## src/hdl/xcr_pkg.sv

```systemverilog
// Package for the XMODEM checksum receiver core: codes, widths and the
// types passed between the configuration, engine and result sequencer.
// No dependencies.
package xcr_pkg;

   // Packet framing: SOH, seq, ~seq, DATA_BYTES data bytes, checksum
   localparam int DATA_BYTES = 128;
   localparam int PKT_LEN    = DATA_BYTES + 4;
   localparam int LAST_POS   = PKT_LEN - 1;
   localparam int POS_W      = $clog2(PKT_LEN);

   // Input modes
   localparam logic [1:0] MODE_TICK  = 2'd0;
   localparam logic [1:0] MODE_BYTE  = 2'd1;
   localparam logic [1:0] MODE_START = 2'd2;

   // Protocol bytes
   localparam logic [7:0] CODE_SOH = 8'h01;
   localparam logic [7:0] CODE_EOT = 8'h04;
   localparam logic [7:0] CODE_ACK = 8'h06;
   localparam logic [7:0] CODE_NAK = 8'h15;
   localparam logic [7:0] CODE_CAN = 8'h18;

   // Session end causes
   localparam logic [1:0] CAUSE_SENDER  = 2'd0;
   localparam logic [1:0] CAUSE_BUDGET  = 2'd1;
   localparam logic [1:0] CAUSE_RETRIES = 2'd2;
   localparam logic [1:0] CAUSE_SEQ     = 2'd3;

   // Configuration register indexes
   localparam logic [1:0] CSR_BYTE_BUDGET   = 2'd0;
   localparam logic [1:0] CSR_RETRY_LIMIT   = 2'd1;
   localparam logic [1:0] CSR_TIMEOUT_TICKS = 2'd2;

   // Configuration reset values
   localparam logic [23:0] BUDGET_RESET  = 24'hFFFFFF;
   localparam logic [7:0]  RETRY_RESET   = 8'd10;
   localparam logic [15:0] TIMEOUT_RESET = 16'd1000;

   typedef struct packed {
      logic [23:0] byte_budget;
      logic [7:0]  retry_limit;
      logic [15:0] timeout_ticks;
   } cfg_type;

   // Shape of the result sequence caused by one input word
   typedef enum logic [1:0] {
      KIND_SINGLE,      // one result, fields as stored
      KIND_CANCEL,      // CAN, CAN, ACK with done
      KIND_COMMIT_FIN   // ACK with commit, then ACK with done
   } kind_type;

   typedef struct packed {
      logic        reply_valid;
      logic [7:0]  reply_byte;
      logic        data_valid;
      logic [7:0]  data_byte;
      logic [6:0]  data_index;
      logic        commit;
      logic [7:0]  commit_count;
      logic        done_res;
      logic [23:0] total_bytes;
      logic [1:0]  end_cause;
   } rec_type;

   typedef struct packed {
      kind_type kind;
      rec_type  rec;
   } bundle_type;

endpackage

```

## src/hdl/xcr_if.sv

```systemverilog
// Channel interfaces of the XMODEM checksum receiver core.
// Depends on nothing; payload widths follow the field list.
interface xcr_req_if;
   logic       valid;
   logic       ready;
   logic [1:0] mode;
   logic [7:0] rx_byte;

   modport source (output valid, output mode, output rx_byte, input ready);
   modport sink   (input valid, input mode, input rx_byte, output ready);
endinterface

interface xcr_rsp_if;
   logic        valid;
   logic        ready;
   logic        reply_valid;
   logic [7:0]  reply_byte;
   logic        data_valid;
   logic [7:0]  data_byte;
   logic [6:0]  data_index;
   logic        commit;
   logic [7:0]  commit_count;
   logic        done_res;
   logic [23:0] total_bytes;
   logic [1:0]  end_cause;
   logic        last;

   modport source (output valid, output reply_valid, output reply_byte,
                   output data_valid, output data_byte, output data_index,
                   output commit, output commit_count, output done_res,
                   output total_bytes, output end_cause, output last,
                   input ready);
   modport sink   (input valid, input reply_valid, input reply_byte,
                   input data_valid, input data_byte, input data_index,
                   input commit, input commit_count, input done_res,
                   input total_bytes, input end_cause, input last,
                   output ready);
endinterface

```

## src/hdl/xcr_csr.sv

```systemverilog
// Configuration registers of the XMODEM checksum receiver core.
// Depends on xcr_pkg.
module xcr_csr
   import xcr_pkg::*;
(
   input  logic        clock,
   input  logic        reset,
   input  logic        csr_write_en,
   input  logic [1:0]  csr_index,
   input  logic [23:0] csr_wdata,
   output cfg_type     cfg
);

   cfg_type cfg_ff;
   cfg_type cfg_in;

   always_comb begin
      cfg_in = cfg_ff;
      if (csr_write_en) begin
         unique case (csr_index)
            CSR_BYTE_BUDGET:   cfg_in.byte_budget   = csr_wdata;
            CSR_RETRY_LIMIT:   cfg_in.retry_limit   = csr_wdata[7:0];
            CSR_TIMEOUT_TICKS: cfg_in.timeout_ticks = csr_wdata[15:0];
            default: ;
         endcase
      end
   end

   always_ff @(posedge clock) begin
      if (reset) begin
         cfg_ff.byte_budget   <= BUDGET_RESET;
         cfg_ff.retry_limit   <= RETRY_RESET;
         cfg_ff.timeout_ticks <= TIMEOUT_RESET;
      end else begin
         cfg_ff <= cfg_in;
      end
   end

   assign cfg = cfg_ff;

endmodule

```

## src/hdl/xcr_engine.sv

```systemverilog
// Session engine: packet framing, checksum, sequence and retry logic.
// Updates state on each accepted word and hands a result bundle onward.
// Depends on xcr_pkg.
module xcr_engine
   import xcr_pkg::*;
(
   input  logic       clock,
   input  logic       reset,
   input  cfg_type    cfg,
   input  logic       req_take,
   input  logic [1:0] req_mode,
   input  logic [7:0] req_byte,
   output logic       load_valid,
   output bundle_type load_bundle
);

   logic [POS_W-1:0] pos_ff, pos_in;
   logic [7:0]       sum_ff, sum_in;
   logic [7:0]       seq_ff, seq_in;
   logic [7:0]       prev_seq_ff, prev_seq_in;
   logic [7:0]       retry_count_ff, retry_count_in;
   logic [15:0]      timeout_ff, timeout_in;
   logic [23:0]      budget_ff, budget_in;
   logic [23:0]      total_ff, total_in;
   logic             over_ff, over_in;

   logic [8:0]         retry_next;
   logic               retry_over;
   logic               do_retry;
   logic [23:0]        count;
   logic [23:0]        budget_after;
   logic [POS_W+6:0]   idx_wide;

   assign retry_next   = {1'b0, retry_count_ff} + 9'd1;
   assign retry_over   = retry_next > {1'b0, cfg.retry_limit};
   assign count        = (budget_ff < 24'(DATA_BYTES)) ? budget_ff : 24'(DATA_BYTES);
   assign budget_after = budget_ff - count;
   assign idx_wide     = {7'd0, pos_ff} - (POS_W+7)'(3);

   always_comb begin
      pos_in         = pos_ff;
      sum_in         = sum_ff;
      seq_in         = seq_ff;
      prev_seq_in    = prev_seq_ff;
      retry_count_in = retry_count_ff;
      timeout_in     = timeout_ff;
      budget_in      = budget_ff;
      total_in       = total_ff;
      over_in        = over_ff;
      do_retry       = 1'b0;
      load_valid     = 1'b0;
      load_bundle    = '0;
      load_bundle.kind = KIND_SINGLE;

      if (req_take) begin
         case (req_mode)
            MODE_START: begin
               pos_in         = '0;
               sum_in         = '0;
               seq_in         = '0;
               prev_seq_in    = '0;
               retry_count_in = '0;
               timeout_in     = '0;
               budget_in      = cfg.byte_budget;
               total_in       = '0;
               over_in        = 1'b0;
            end
            MODE_TICK: begin
               if (!over_ff) begin
                  if (timeout_ff > 16'd1) begin
                     timeout_in = timeout_ff - 16'd1;
                  end else begin
                     // expiry: reload, drop the partial packet
                     timeout_in = cfg.timeout_ticks;
                     pos_in     = '0;
                     do_retry   = 1'b1;
                  end
               end
            end
            MODE_BYTE: begin
               if (!over_ff) begin
                  timeout_in = cfg.timeout_ticks;
                  if (pos_ff == '0) begin
                     sum_in = '0;
                     if (req_byte == CODE_SOH) begin
                        pos_in = POS_W'(1);
                     end else if (req_byte == CODE_EOT || req_byte == CODE_CAN) begin
                        over_in                      = 1'b1;
                        load_valid                   = 1'b1;
                        load_bundle.rec.reply_valid  = 1'b1;
                        load_bundle.rec.reply_byte   = CODE_ACK;
                        load_bundle.rec.done_res     = 1'b1;
                        load_bundle.rec.end_cause    = CAUSE_SENDER;
                     end
                  end else if (pos_ff == POS_W'(1)) begin
                     seq_in = req_byte;
                     pos_in = POS_W'(2);
                  end else if (pos_ff == POS_W'(2)) begin
                     pos_in = (~seq_ff == req_byte) ? POS_W'(3) : '0;
                  end else if (pos_ff < POS_W'(LAST_POS)) begin
                     sum_in                     = sum_ff + req_byte;
                     pos_in                     = pos_ff + POS_W'(1);
                     load_valid                 = 1'b1;
                     load_bundle.rec.data_valid = 1'b1;
                     load_bundle.rec.data_byte  = req_byte;
                     load_bundle.rec.data_index = idx_wide[6:0];
                  end else begin
                     // checksum byte closes the packet
                     pos_in = '0;
                     if (req_byte != sum_ff) begin
                        do_retry = 1'b1;
                     end else if (seq_ff == prev_seq_ff) begin
                        load_valid                  = 1'b1;
                        load_bundle.rec.reply_valid = 1'b1;
                        load_bundle.rec.reply_byte  = CODE_ACK;
                     end else if (prev_seq_ff + 8'd1 != seq_ff) begin
                        over_in                   = 1'b1;
                        load_valid                = 1'b1;
                        load_bundle.kind          = KIND_CANCEL;
                        load_bundle.rec.end_cause = CAUSE_SEQ;
                     end else begin
                        budget_in                    = budget_after;
                        total_in                     = total_ff + count;
                        prev_seq_in                  = seq_ff;
                        retry_count_in               = '0;
                        load_valid                   = 1'b1;
                        load_bundle.rec.reply_valid  = 1'b1;
                        load_bundle.rec.reply_byte   = CODE_ACK;
                        load_bundle.rec.commit       = 1'b1;
                        load_bundle.rec.commit_count = count[7:0];
                        if (budget_after == '0) begin
                           over_in                   = 1'b1;
                           load_bundle.kind          = KIND_COMMIT_FIN;
                           load_bundle.rec.end_cause = CAUSE_BUDGET;
                        end
                     end
                  end
               end
            end
            default: ;
         endcase
      end

      if (do_retry) begin
         load_valid = 1'b1;
         if (retry_over) begin
            over_in                   = 1'b1;
            load_bundle.kind          = KIND_CANCEL;
            load_bundle.rec.end_cause = CAUSE_RETRIES;
         end else begin
            retry_count_in              = retry_next[7:0];
            load_bundle.rec.reply_valid = 1'b1;
            load_bundle.rec.reply_byte  = CODE_NAK;
         end
      end

      load_bundle.rec.total_bytes = total_in;
   end

   always_ff @(posedge clock) begin
      if (reset) begin
         pos_ff         <= '0;
         sum_ff         <= '0;
         seq_ff         <= '0;
         prev_seq_ff    <= '0;
         retry_count_ff <= '0;
         timeout_ff     <= '0;
         budget_ff      <= BUDGET_RESET;
         total_ff       <= '0;
         over_ff        <= 1'b0;
      end else begin
         pos_ff         <= pos_in;
         sum_ff         <= sum_in;
         seq_ff         <= seq_in;
         prev_seq_ff    <= prev_seq_in;
         retry_count_ff <= retry_count_in;
         timeout_ff     <= timeout_in;
         budget_ff      <= budget_in;
         total_ff       <= total_in;
         over_ff        <= over_in;
      end
   end

   a_pos_range: assert property (@(posedge clock) disable iff (reset)
      pos_ff <= POS_W'(LAST_POS))
      else $error("packet position beyond the checksum byte");

   a_over_silent: assert property (@(posedge clock) disable iff (reset)
      over_ff && req_mode != MODE_START |-> !load_valid)
      else $error("result produced after the session ended");

endmodule

```

## src/hdl/xcr_out.sv

```systemverilog
// Result sequencer: holds one result bundle and plays it out as one to
// three response words. Depends on xcr_pkg and xcr_rsp_if.
module xcr_out
   import xcr_pkg::*;
(
   input  logic       clock,
   input  logic       reset,
   input  logic       load_valid,
   input  bundle_type load_bundle,
   output logic       can_load,
   xcr_rsp_if.source  rsp
);

   bundle_type bund_ff, bund_in;
   logic       valid_ff, valid_in;
   logic [1:0] step_ff, step_in;
   logic       is_last;
   logic       rsp_take;

   always_comb begin
      case (bund_ff.kind)
         KIND_CANCEL:     is_last = (step_ff == 2'd2);
         KIND_COMMIT_FIN: is_last = (step_ff == 2'd1);
         default:         is_last = 1'b1;
      endcase
   end

   assign rsp_take = valid_ff && rsp.ready;
   assign can_load = !valid_ff || (rsp_take && is_last);

   always_comb begin
      bund_in  = bund_ff;
      valid_in = valid_ff;
      step_in  = step_ff;
      if (load_valid) begin
         bund_in  = load_bundle;
         valid_in = 1'b1;
         step_in  = 2'd0;
      end else if (rsp_take) begin
         if (is_last) begin
            valid_in = 1'b0;
         end else begin
            step_in = step_ff + 2'd1;
         end
      end
   end

   always_ff @(posedge clock) begin
      if (reset) begin
         valid_ff <= 1'b0;
         step_ff  <= '0;
      end else begin
         valid_ff <= valid_in;
         step_ff  <= step_in;
      end
   end

   always_ff @(posedge clock) begin
      bund_ff <= bund_in;
   end

   // Per-step field selection
   always_comb begin
      rsp.valid        = valid_ff;
      rsp.last         = is_last;
      rsp.reply_valid  = bund_ff.rec.reply_valid;
      rsp.reply_byte   = bund_ff.rec.reply_byte;
      rsp.data_valid   = bund_ff.rec.data_valid;
      rsp.data_byte    = bund_ff.rec.data_byte;
      rsp.data_index   = bund_ff.rec.data_index;
      rsp.commit       = bund_ff.rec.commit;
      rsp.commit_count = bund_ff.rec.commit_count;
      rsp.done_res     = bund_ff.rec.done_res;
      rsp.total_bytes  = bund_ff.rec.total_bytes;
      rsp.end_cause    = bund_ff.rec.end_cause;
      case (bund_ff.kind)
         KIND_CANCEL: begin
            rsp.reply_valid = 1'b1;
            rsp.reply_byte  = is_last ? CODE_ACK : CODE_CAN;
            rsp.done_res    = is_last;
            rsp.end_cause   = is_last ? bund_ff.rec.end_cause : CAUSE_SENDER;
         end
         KIND_COMMIT_FIN: begin
            rsp.reply_valid  = 1'b1;
            rsp.reply_byte   = CODE_ACK;
            rsp.commit       = !is_last;
            rsp.commit_count = is_last ? 8'd0 : bund_ff.rec.commit_count;
            rsp.done_res     = is_last;
            rsp.end_cause    = is_last ? bund_ff.rec.end_cause : CAUSE_SENDER;
         end
         default: ;
      endcase
   end

   a_no_overwrite: assert property (@(posedge clock) disable iff (reset)
      load_valid |-> (!valid_ff || (rsp_take && is_last)))
      else $error("bundle loaded over a pending result");

   a_step_range: assert property (@(posedge clock) disable iff (reset)
      valid_ff |-> step_ff != 2'd3)
      else $error("result step out of range");

   a_stall_hold: assert property (@(posedge clock) disable iff (reset)
      valid_ff && !rsp.ready |=> valid_ff && $stable(step_ff))
      else $error("result sequence advanced while stalled");

endmodule

```

## src/hdl/xmodem_checksum_receiver_core.sv

```systemverilog
// Top level of the XMODEM receiver with 8-bit checksum.
// Depends on xcr_pkg, xcr_if, xcr_csr, xcr_engine and xcr_out.
//
// Usage:
//   req_chan carries one word per handshake: mode 0 is a tick of time,
//   mode 1 a received byte (rx_byte), mode 2 starts a new session.
//   rsp_chan returns the result words each input word causes: a tentative
//   data byte, a reply (ACK/NAK/CAN), a packet commit or the session end;
//   last marks the final result word of one input word.
//   csr_* writes byte_budget (0), retry_limit (1), timeout_ticks (2); write
//   only while the block is idle.
// Timing:
//   A word that causes results shows its first result in the cycle after
//   it is accepted, from the result register. Words producing a single
//   result or none flow at one per cycle while rsp_chan.ready is high. A
//   cancel (CAN, CAN, ACK) holds the result register for three words and
//   a final commit (ACK, ACK) for two, played out by the result sequencer.
//   req_chan.ready stays low until the final word of the sequence is taken,
//   so the next word goes in only then.
// Reset:
//   Registers return to their defaults and a session is running with the
//   timeout counter at zero, so the first tick sends NAK.
// Stall:
//   While rsp_chan.ready is low the pending result holds, and new words are
//   held off once a result waits.
module xmodem_checksum_receiver_core
   import xcr_pkg::*;
(
   input  logic        clock,
   input  logic        reset,
   input  logic        csr_write_en,
   input  logic [1:0]  csr_index,
   input  logic [23:0] csr_wdata,
   xcr_req_if.sink     req_chan,
   xcr_rsp_if.source   rsp_chan
);

   cfg_type    cfg;
   logic       can_load;
   logic       req_take;
   logic       load_valid;
   bundle_type load_bundle;

   // Accept a word whenever the result register is free or empties now
   assign req_chan.ready = can_load;
   assign req_take       = req_chan.valid && can_load;

   xcr_csr u_csr (
      .clock        (clock),
      .reset        (reset),
      .csr_write_en (csr_write_en),
      .csr_index    (csr_index),
      .csr_wdata    (csr_wdata),
      .cfg          (cfg)
   );

   xcr_engine u_engine (
      .clock       (clock),
      .reset       (reset),
      .cfg         (cfg),
      .req_take    (req_take),
      .req_mode    (req_chan.mode),
      .req_byte    (req_chan.rx_byte),
      .load_valid  (load_valid),
      .load_bundle (load_bundle)
   );

   xcr_out u_out (
      .clock       (clock),
      .reset       (reset),
      .load_valid  (load_valid),
      .load_bundle (load_bundle),
      .can_load    (can_load),
      .rsp         (rsp_chan)
   );

endmodule
```

## src/flat_wrapper.sv

```systemverilog
// flat-port wrapper written by rule: the top's interface ports become plain ports
module xmodem_checksum_receiver_core_flat import xcr_pkg::*;
  (clock, reset, csr_write_en, csr_index, csr_wdata, req_chan_valid, req_chan_mode, req_chan_rx_byte, req_chan_ready, rsp_chan_valid, rsp_chan_reply_valid, rsp_chan_reply_byte, rsp_chan_data_valid, rsp_chan_data_byte, rsp_chan_data_index, rsp_chan_commit, rsp_chan_commit_count, rsp_chan_done_res, rsp_chan_total_bytes, rsp_chan_end_cause, rsp_chan_last, rsp_chan_ready);
  xcr_req_if req_chan_i ();
  xcr_rsp_if rsp_chan_i ();
  input  logic clock;
  input  logic reset;
  input  logic csr_write_en;
  input  logic [1:0] csr_index;
  input  logic [23:0] csr_wdata;
  input wire logic [$bits(req_chan_i.valid)-1:0] req_chan_valid;
  input wire logic [$bits(req_chan_i.mode)-1:0] req_chan_mode;
  input wire logic [$bits(req_chan_i.rx_byte)-1:0] req_chan_rx_byte;
  output wire logic [$bits(req_chan_i.ready)-1:0] req_chan_ready;
  output wire logic [$bits(rsp_chan_i.valid)-1:0] rsp_chan_valid;
  output wire logic [$bits(rsp_chan_i.reply_valid)-1:0] rsp_chan_reply_valid;
  output wire logic [$bits(rsp_chan_i.reply_byte)-1:0] rsp_chan_reply_byte;
  output wire logic [$bits(rsp_chan_i.data_valid)-1:0] rsp_chan_data_valid;
  output wire logic [$bits(rsp_chan_i.data_byte)-1:0] rsp_chan_data_byte;
  output wire logic [$bits(rsp_chan_i.data_index)-1:0] rsp_chan_data_index;
  output wire logic [$bits(rsp_chan_i.commit)-1:0] rsp_chan_commit;
  output wire logic [$bits(rsp_chan_i.commit_count)-1:0] rsp_chan_commit_count;
  output wire logic [$bits(rsp_chan_i.done_res)-1:0] rsp_chan_done_res;
  output wire logic [$bits(rsp_chan_i.total_bytes)-1:0] rsp_chan_total_bytes;
  output wire logic [$bits(rsp_chan_i.end_cause)-1:0] rsp_chan_end_cause;
  output wire logic [$bits(rsp_chan_i.last)-1:0] rsp_chan_last;
  input wire logic [$bits(rsp_chan_i.ready)-1:0] rsp_chan_ready;
  assign req_chan_i.valid = req_chan_valid;
  assign req_chan_i.mode = req_chan_mode;
  assign req_chan_i.rx_byte = req_chan_rx_byte;
  assign req_chan_ready = req_chan_i.ready;
  assign rsp_chan_valid = rsp_chan_i.valid;
  assign rsp_chan_reply_valid = rsp_chan_i.reply_valid;
  assign rsp_chan_reply_byte = rsp_chan_i.reply_byte;
  assign rsp_chan_data_valid = rsp_chan_i.data_valid;
  assign rsp_chan_data_byte = rsp_chan_i.data_byte;
  assign rsp_chan_data_index = rsp_chan_i.data_index;
  assign rsp_chan_commit = rsp_chan_i.commit;
  assign rsp_chan_commit_count = rsp_chan_i.commit_count;
  assign rsp_chan_done_res = rsp_chan_i.done_res;
  assign rsp_chan_total_bytes = rsp_chan_i.total_bytes;
  assign rsp_chan_end_cause = rsp_chan_i.end_cause;
  assign rsp_chan_last = rsp_chan_i.last;
  assign rsp_chan_i.ready = rsp_chan_ready;
  xmodem_checksum_receiver_core u_core (.clock(clock), .reset(reset), .csr_write_en(csr_write_en), .csr_index(csr_index), .csr_wdata(csr_wdata), .req_chan(req_chan_i), .rsp_chan(rsp_chan_i));
endmodule
```

## config.mk

```make
export PLATFORM = sky130hd
export DESIGN_NAME = xmodem_checksum_receiver_core_flat
export DESIGN_NICKNAME = d
export VERILOG_FILES = /design/src/hdl/xcr_pkg.sv /design/src/hdl/xcr_if.sv /design/src/hdl/xcr_csr.sv /design/src/hdl/xcr_engine.sv /design/src/hdl/xcr_out.sv /design/src/hdl/xmodem_checksum_receiver_core.sv /design/src/flat_wrapper.sv
export SDC_FILE = /design/constraint.sdc
export NUM_CORES = 1
export LEC_CHECK = 0
export BUFFER_PORTS_ARGS = -buffer_cell sky130_fd_sc_hd__buf_2
export CAP_MARGIN = 10
export CORE_MARGIN = 2
export CORE_UTILIZATION = 55
export DETAILED_ROUTE_END_ITERATION = 6
export HOLD_SLACK_MARGIN = 0.05
export PLACE_DENSITY_LB_ADDON = 0.05
export SYNTH_ARGS = -nofsm -noshare
export SYNTH_HDL_FRONTEND = slang
export SYNTH_SLANG_ARGS = --single-unit
```

## constraint.sdc

```tcl
create_clock -name clock -period 4.7 [get_ports clock]
set_input_delay 0.235 -clock clock [delete_from_list [all_inputs] [get_ports clock]]
set_output_delay 0.235 -clock clock [all_outputs]
set_load 0.005 [all_outputs]
```

# Word-level counts from Yosys, hierarchy flattened
# Index checks and enable logic that the tools add are counted.
# Widths: inputs -> output; s select.
[word_totals] inputBits=41 regBits=219
[classes] addsub=9 magnitude_cmp=4 bitwise_logic=6 mux=151 eq_ne=32 n_reduce_logical=32
[ops] operator="$mux 24" count=18
[ops] operator="$mux 8" count=37
[ops] operator="$mux 37" count=3
[ops] operator="$pmux 24 s2" count=2
[ops] operator="$mux 9" count=10
[ops] operator="$pmux 8 s2" count=5
[ops] operator="$mux 36" count=2
[ops] operator="$mux 16" count=4
[ops] operator="$pmux 16 s3" count=1
[ops] operator="$mux 1" count=40
[ops] operator="$mux 2" count=20
[ops] operator="$mux 11" count=3
[ops] operator="$mux 25" count=1
[ops] operator="$add 24x24->24" count=1
[ops] operator="$logic_not 24->1" count=1
[ops] operator="$lt 24x8->1 const B" count=1
[ops] operator="$pmux 8 s3" count=1
[ops] operator="$sub 24x24->24" count=1
[ops] operator="$ne 2x2->1 const B" count=11
[ops] operator="$add 8x1->8 const B" count=2
[ops] operator="$eq 8x1->1 const B" count=2
[ops] operator="$eq 8x8->1" count=2
[ops] operator="$gt 16x1->1 const B" count=1
[ops] operator="$ne 8x8->1" count=2
[ops] operator="35 further kinds" count=63

# Logic depth before layout (Yosys ltp)
[depth] depth_word=17 ltp_mapped=17 depth_no_buf=14

# By module
# A second synthesis with hierarchy kept.
[unflattened] hier_cells=1457 hier_area_um2=12761.0
[modules_own_cells] module="xcr_engine" area_each_um2=8182.8 cells_each=1101 instances=1
[modules_own_cells] module="xcr_out" area_each_um2=2573.7 cells_each=155 instances=1
[modules_own_cells] module="xcr_csr" area_each_um2=1998.2 cells_each=200 instances=1
[modules_own_cells] module="xmodem_checksum_receiver_core" area_each_um2=6.3 cells_each=1 instances=1

# Worst setup path before layout
# Ideal clock, no wire load.
[synth_timing] kind="register to register" start="register u_core.u_engine.pos_ff[2]" end="register u_core.u_out.step_ff[0]" n_path_buf=1 arrival_ns=5.054 slack_ns=-0.471 stages_incl_launch_ff=10 t_required_ns=4.583 setup_time_ns=0.117 cell_sequence="dfxtp_1 -> buf_2 -> or4_1 -> nor3_2 -> nand2_1 -> or4b_1 -> a21boi_0 -> o21ai_1 -> nand2b_1 -> nor2_1"
[synth_between] elab_chain_cells=10
[synth_rtl] element="start: declaration" line="xcr_engine.sv:17" text="logic [POS_W-1:0] pos_ff, pos_in;"
[synth_rtl] element="start signal: assignment" line="xcr_engine.sv:172" text="pos_ff <= pos_in;"
[synth_rtl] element="$lt 8x8->1" line="xcr_engine.sv:100" text="end else if (pos_ff < POS_W'(LAST_POS)) begin"
[synth_rtl] element="$mux 1" line="xcr_engine.sv:100"
[synth_rtl] element="$mux 1" line="xcr_engine.sv:98" text="end else if (pos_ff == POS_W'(2)) begin"
[synth_rtl] element="$mux 1" line="xcr_engine.sv:95" text="end else if (pos_ff == POS_W'(1)) begin"
[synth_rtl] element="$mux 1" line="xcr_engine.sv:83" text="if (pos_ff == '0) begin"
[synth_rtl] element="$mux 1" line="xcr_engine.sv:81" text="if (!over_ff) begin"
[synth_rtl] element="$pmux 1 s2 / $mux 1 (equally long branches)" line="xcr_engine.sv:56" text="case (req_mode)"
[synth_rtl] element="$mux 1" line="xcr_engine.sv:55" text="if (req_take) begin"
[synth_rtl] element="$mux 1 *" line="xcr_engine.sv:144" text="if (do_retry) begin"
[synth_rtl] element="net u_core.load_valid" line="xmodem_checksum_receiver_core.sv:41" text="logic load_valid;"
[synth_rtl] element="$reduce_or 2->1 (no source line) *"
[synth_rtl] element="end signal: assignment" line="xcr_out.sv:54" text="step_ff <= step_in;"
[synth_rtl] element="end: declaration" line="xcr_out.sv:16" text="logic [1:0] step_ff, step_in;"
# Mark *: on every way through the listed nets, which the timed path passes. The rest lies on a longest branch.
# A chain may end at the register's enable or synchronous reset.

# Worst setup path in the final report
[layout_timing] start="register u_core.u_engine.budget_ff[8]" end="register u_core.u_engine.over_ff"
[layout_between] elab_chain_cells=17
[layout_rtl] element="start: declaration" line="xcr_engine.sv:23" text="logic [23:0] budget_ff, budget_in;"
[layout_rtl] element="start signal: assignment" line="xcr_engine.sv:178" text="budget_ff <= budget_in;"
[layout_rtl] element="$lt 24x8->1 *" line="xcr_engine.sv:36" text="assign count = (budget_ff < 24'(DATA_BYTES)) ? budget_ff : 24'(DATA_BYTES);"
[layout_rtl] element="$mux 24 *" line="xcr_engine.sv:36"
[layout_rtl] element="net u_core.u_engine.count[7]" line="xcr_engine.sv:30" text="logic [23:0] count;"
[layout_rtl] element="$sub 24x24->24 *" line="xcr_engine.sv:37" text="assign budget_after = budget_ff - count;"
[layout_rtl] element="$logic_not 24->1 *" line="xcr_engine.sv:131" text="if (budget_after == '0) begin"
[layout_rtl] element="$mux 1 *" line="xcr_engine.sv:131"
[layout_rtl] element="$mux 1 *" line="xcr_engine.sv:116" text="end else if (prev_seq_ff + 8'd1 != seq_ff) begin"
[layout_rtl] element="$mux 1 *" line="xcr_engine.sv:112" text="end else if (seq_ff == prev_seq_ff) begin"
[layout_rtl] element="[2 not listed]"
[layout_rtl] element="$mux 1 *" line="xcr_engine.sv:98"
[layout_rtl] element="$mux 1 *" line="xcr_engine.sv:95"
[layout_rtl] element="$mux 1 *" line="xcr_engine.sv:83"
[layout_rtl] element="$mux 1 *" line="xcr_engine.sv:81"
[layout_rtl] element="$pmux 1 s2 *" line="xcr_engine.sv:56"
[layout_rtl] element="$mux 1 *" line="xcr_engine.sv:55"
[layout_rtl] element="$mux 1" line="xcr_engine.sv:146" text="if (retry_over) begin"
[layout_rtl] element="$mux 1 *" line="xcr_engine.sv:144"
[layout_rtl] element="end signal: assignment" line="xcr_engine.sv:180" text="over_ff <= over_in;"
[layout_rtl] element="end: declaration" line="xcr_engine.sv:25" text="logic over_ff, over_in;"
# Marks and branches as above.

==> flow_summary.json <==
{
  "dr_wl_met2_mm": 13.36,
  "ctsResizeCount": 0,
  "hold_start": "req_chan_rx_byte[3]",
  "mostFrequentLayoutCell": "nand2_1",
  "drt_pre_antenna_iters": 5,
  "power_density_nw_per_um2": 324.4,
  "worst-path-buf-inv": 2,
  "p_leak_nw": 5.382,
  "maxSlewHeadroom_pct": 24.77,
  "wl_per_cell_um": 16.26,
  "yosysTopAreaCell": "dfxtp_1",
  "antenna_found_initial": 0,
  "drive_above_1_share_pct": 11.96,
  "slowest_stage": "nor3_1",
  "worst_slack_ns": 0.5467,
  "endpoint_kind": "register",
  "syn_to_final_growth_pct": 13.32,
  "synth_edf_count": 56,
  "rsz0062_at_grt": "false",
  "crit_path_cell_trace": "nor3_1, nand4_1, nor2_1, buf_4, inv_1, nand2_1, ha_1, or2_2, o32ai_1, or4_1, a2111oi_0, nand3_1, a21boi_0, o221a_2",
  "design.core.area_um2": 21220,
  "async_flop_share_pct": 0,
  "synthesis.area_um2": 11980,
  "die_x_um": 151.6,
  "synth_cell_type_count": 80,
  "clk_pin_slew_ns": 0.06,
  "die_h_um": 151.6,
  "grt_util_all_layers_pct": 25.10,
  "path_class": "reg2reg",
  "setup_viol": 0,
  "wl_met1_mm": 13.30,
  "cts_max_level": 1,
  "worst_pin_slew_ns": 1.121,
  "routed.top_layer": "met4",
  "tns_ns": 0,
  "fin_crit_ns": 4.153,
  "drt_iter0_markers": 639,
  "totalWireLength_mm": 28.67,
  "dr_total_vias": 10130,
  "critPathTopFamily": "simple AND/OR/NAND/NOR gates",
  "pre_cts_slack_ns": 0.6262,
  "rr_worst_depth": 14,
  "yosys.area.top_type_share_pct": 26.08,
  "mostFrequentLayoutCells": "202 x nand2_1, 156 x dfxtp_1, 110 x nor2_1, 101 x buf_2, 79 x a21oi_1",
  "dieArea_um2": 22970,
  "start_kind": "register",
  "hold_viol_final": 0,
  "wl_met3_mm": 1.413,
  "fin_skew_ns": 0.01098,
  "overflow": 0,
  "ys.flop_type": "dfxtp_1",
  "cts_buffer_depth": 3,
  "drtAntennaViolNets": 0,
  "synth_seq_cells": 212,
  "cts_made_buffers": 24,
  "outcome": "completed",
  "drv_slew": 0,
  "r2r-start": "u_core.u_engine.budget_ff[8]$_SDFFE_PP1P_",
  "viasPerCell": 5.747,
  "fill_cells": 1858,
  "dpl.hpwl_mm": 19.94,
  "grt_first_pass_wirelength_mm": 46.93,
  "yosysWarnings": 0,
  "portBuffers": 101,
  "syn_inst": 1396,
  "gp_congestion": 0.9318,
  "num_rows": 53,
  "nets": 1566,
  "crit_cells": 14,
  "worst_path_largest_cell_delay_ns": 0.48,
  "synth_seq_area_share_pct": 40.12,
  "endpoint": "u_core.u_engine.over_ff$_SDFF_PP0_",
  "start_util_pct": 56.43,
  "clock.fmax_mhz": 240.8,
  "synthTopCellsByArea": "dfxtp_1 26%, edfxtp_1 14%, nand2_1 6.3%",
  "power_w": 0.004402,
  "io_pins": 105,
  "cp.arrival_ns": 4.61,
  "num_antenna_cells": 0,
  "root_buffer": "clkbuf_16",
  "cts_tree": "done",
  "regToRegSetupSlack_ns": 0.55,
  "cp_data_required_time_ns": 5.16,
  "cts.sinks": 212,
  "cap_violations": 0,
  "ir_drop_mv": 0.2577,
  "grt_max_degree": 64,
  "grt_pass1_vias": 9478,
  "min_path_type": "in2reg",
  "startpoint": "u_core.u_engine.budget_ff[8]$_SDFFE_PP1P_",
  "clock_latency_ns": 0.52,
  "avgSynthCellArea_um2": 8.578,
  "fin_crit_sh_pct": 88.37,
  "post-route-drc-count": 0,
  "r2r-end": "u_core.u_engine.over_ff$_SDFF_PP0_",
  "worstPathMaxFanout": 21
}
[logic make-up after synthesis]
logic type / count (synthesis) / synth area share (%)
fa+ha+maj: 55 / 5.872
buf+inv: 148 / 6.227
mux: 35 / 2.946
other cells: 2 / 0.06271
simple gates: 539 / 21.36
flops: 212 / 40.12
compound gates: 331 / 18.00
xor+xnor: 74 / 5.412
[final cells by class]
type	instances	area (um^2)	share of cell area [%]
timing repair buffer	142	893.4	6.583
sequential	212	4805	35.40
clock buffer	30	654.4	4.822
multi-input combinational	1053	6507	47.95
inverter	37	141.4	1.042
tap	275	344.1	2.535
clock inverter	14	225.2	1.660
[worst min path at each step]
stage                     slack [ns]                                      to  cells past startpoint
after global routing            0.08  u_core.u_engine.seq_ff[7]$_SDFFE_PP0P_                      3
final                           0.07  u_core.u_engine.seq_ff[3]$_SDFFE_PP0P_                      3
after detailed placement        0.45       u_core.u_csr.cfg[10]$_SDFFE_PP0P_                      2
after floorplan                 0.36        u_core.u_csr.cfg[3]$_SDFFE_PP1P_                      2
after global placement          0.45       u_core.u_csr.cfg[46]$_SDFFE_PP1P_                      2
after CTS                       0.05  u_core.u_engine.seq_ff[3]$_SDFFE_PP0P_                      3
[Yosys cell counts (27+ instances only)]
cell type / number
and3_1: 27
ha_1: 53
inv_1: 35
dfxtp_1: 156
xor2_1: 34
a21oi_1: 79
nand3_1: 50
clkbuf_1: 59
buf_4: 42
edfxtp_1: 56
nor3_1: 30
o21ai_0: 77
xnor2_1: 40
nand2_1: 202
nor2_1: 110
mux2i_1: 33
[registers in the layout, summed over array words and instances, names as in the netlist, 2 cells and up]
register	flops
u_core.u_engine.total_ff	24
u_core.u_out.step_ff	2
u_core.u_out.rsp.total_bytes	24
u_core.u_engine.timeout_ff	16
u_core.u_out.bund_ff	16
u_core.u_out.rsp.data_index	7
u_core.u_engine.seq_ff	8
u_core.u_csr.cfg	48
u_core.u_engine.prev_seq_ff	8
u_core.u_out.rsp.data_byte	8
u_core.u_engine.budget_ff	24
u_core.u_engine.sum_ff	8
u_core.u_engine.pos_ff	8
u_core.u_engine.retry_count_ff	8
[stage by stage]
stage	hold WS, ns	instance area (um^2)	std cells	utilization (%)
after detailed placement	0.4521	12420	1692	58.53
final	0.07325	13570	1763	63.95
after CTS	0.05333	13570	1763	63.95
after global routing	0.07602	13570	1763	63.95
after floorplan	0.3590	12040	1413	-
after global placement	0.4462	12420	1692	58.53
[worst reg2reg max path, delay by kind of cell (launching register included)]
kind | cells | cell delay, ns
simple gates | 7 | 2.02
compound gates | 4 | 1.01
fa+ha+maj | 1 | 0.32
flops | 1 | 0.40
buf+inv | 2 | 0.36
[power by group]
part / leakage [nW] / internal [W] / switching (W)
sequential: 1.72 / 0.00191 / 0.0000320
clock: 0.433 / 0.00132 / 0.000751
combinational: 3.23 / 0.000152 / 0.000239
[metal layers]
layer	GRT usage, %	vias up
met2	42.33	264
li1	-	5094
met4	6.250	0
met5	0	-
met3	3.144	44
met1	34.35	4730
[what timing repair did]
action	in CTS	in global routing
setup endpoints to repair	0	0
hold buffers	27	0
endpoints found under the hold margin	50	0
setup buffers	0	0
Note: power is estimated with default switching activity, not from simulation.
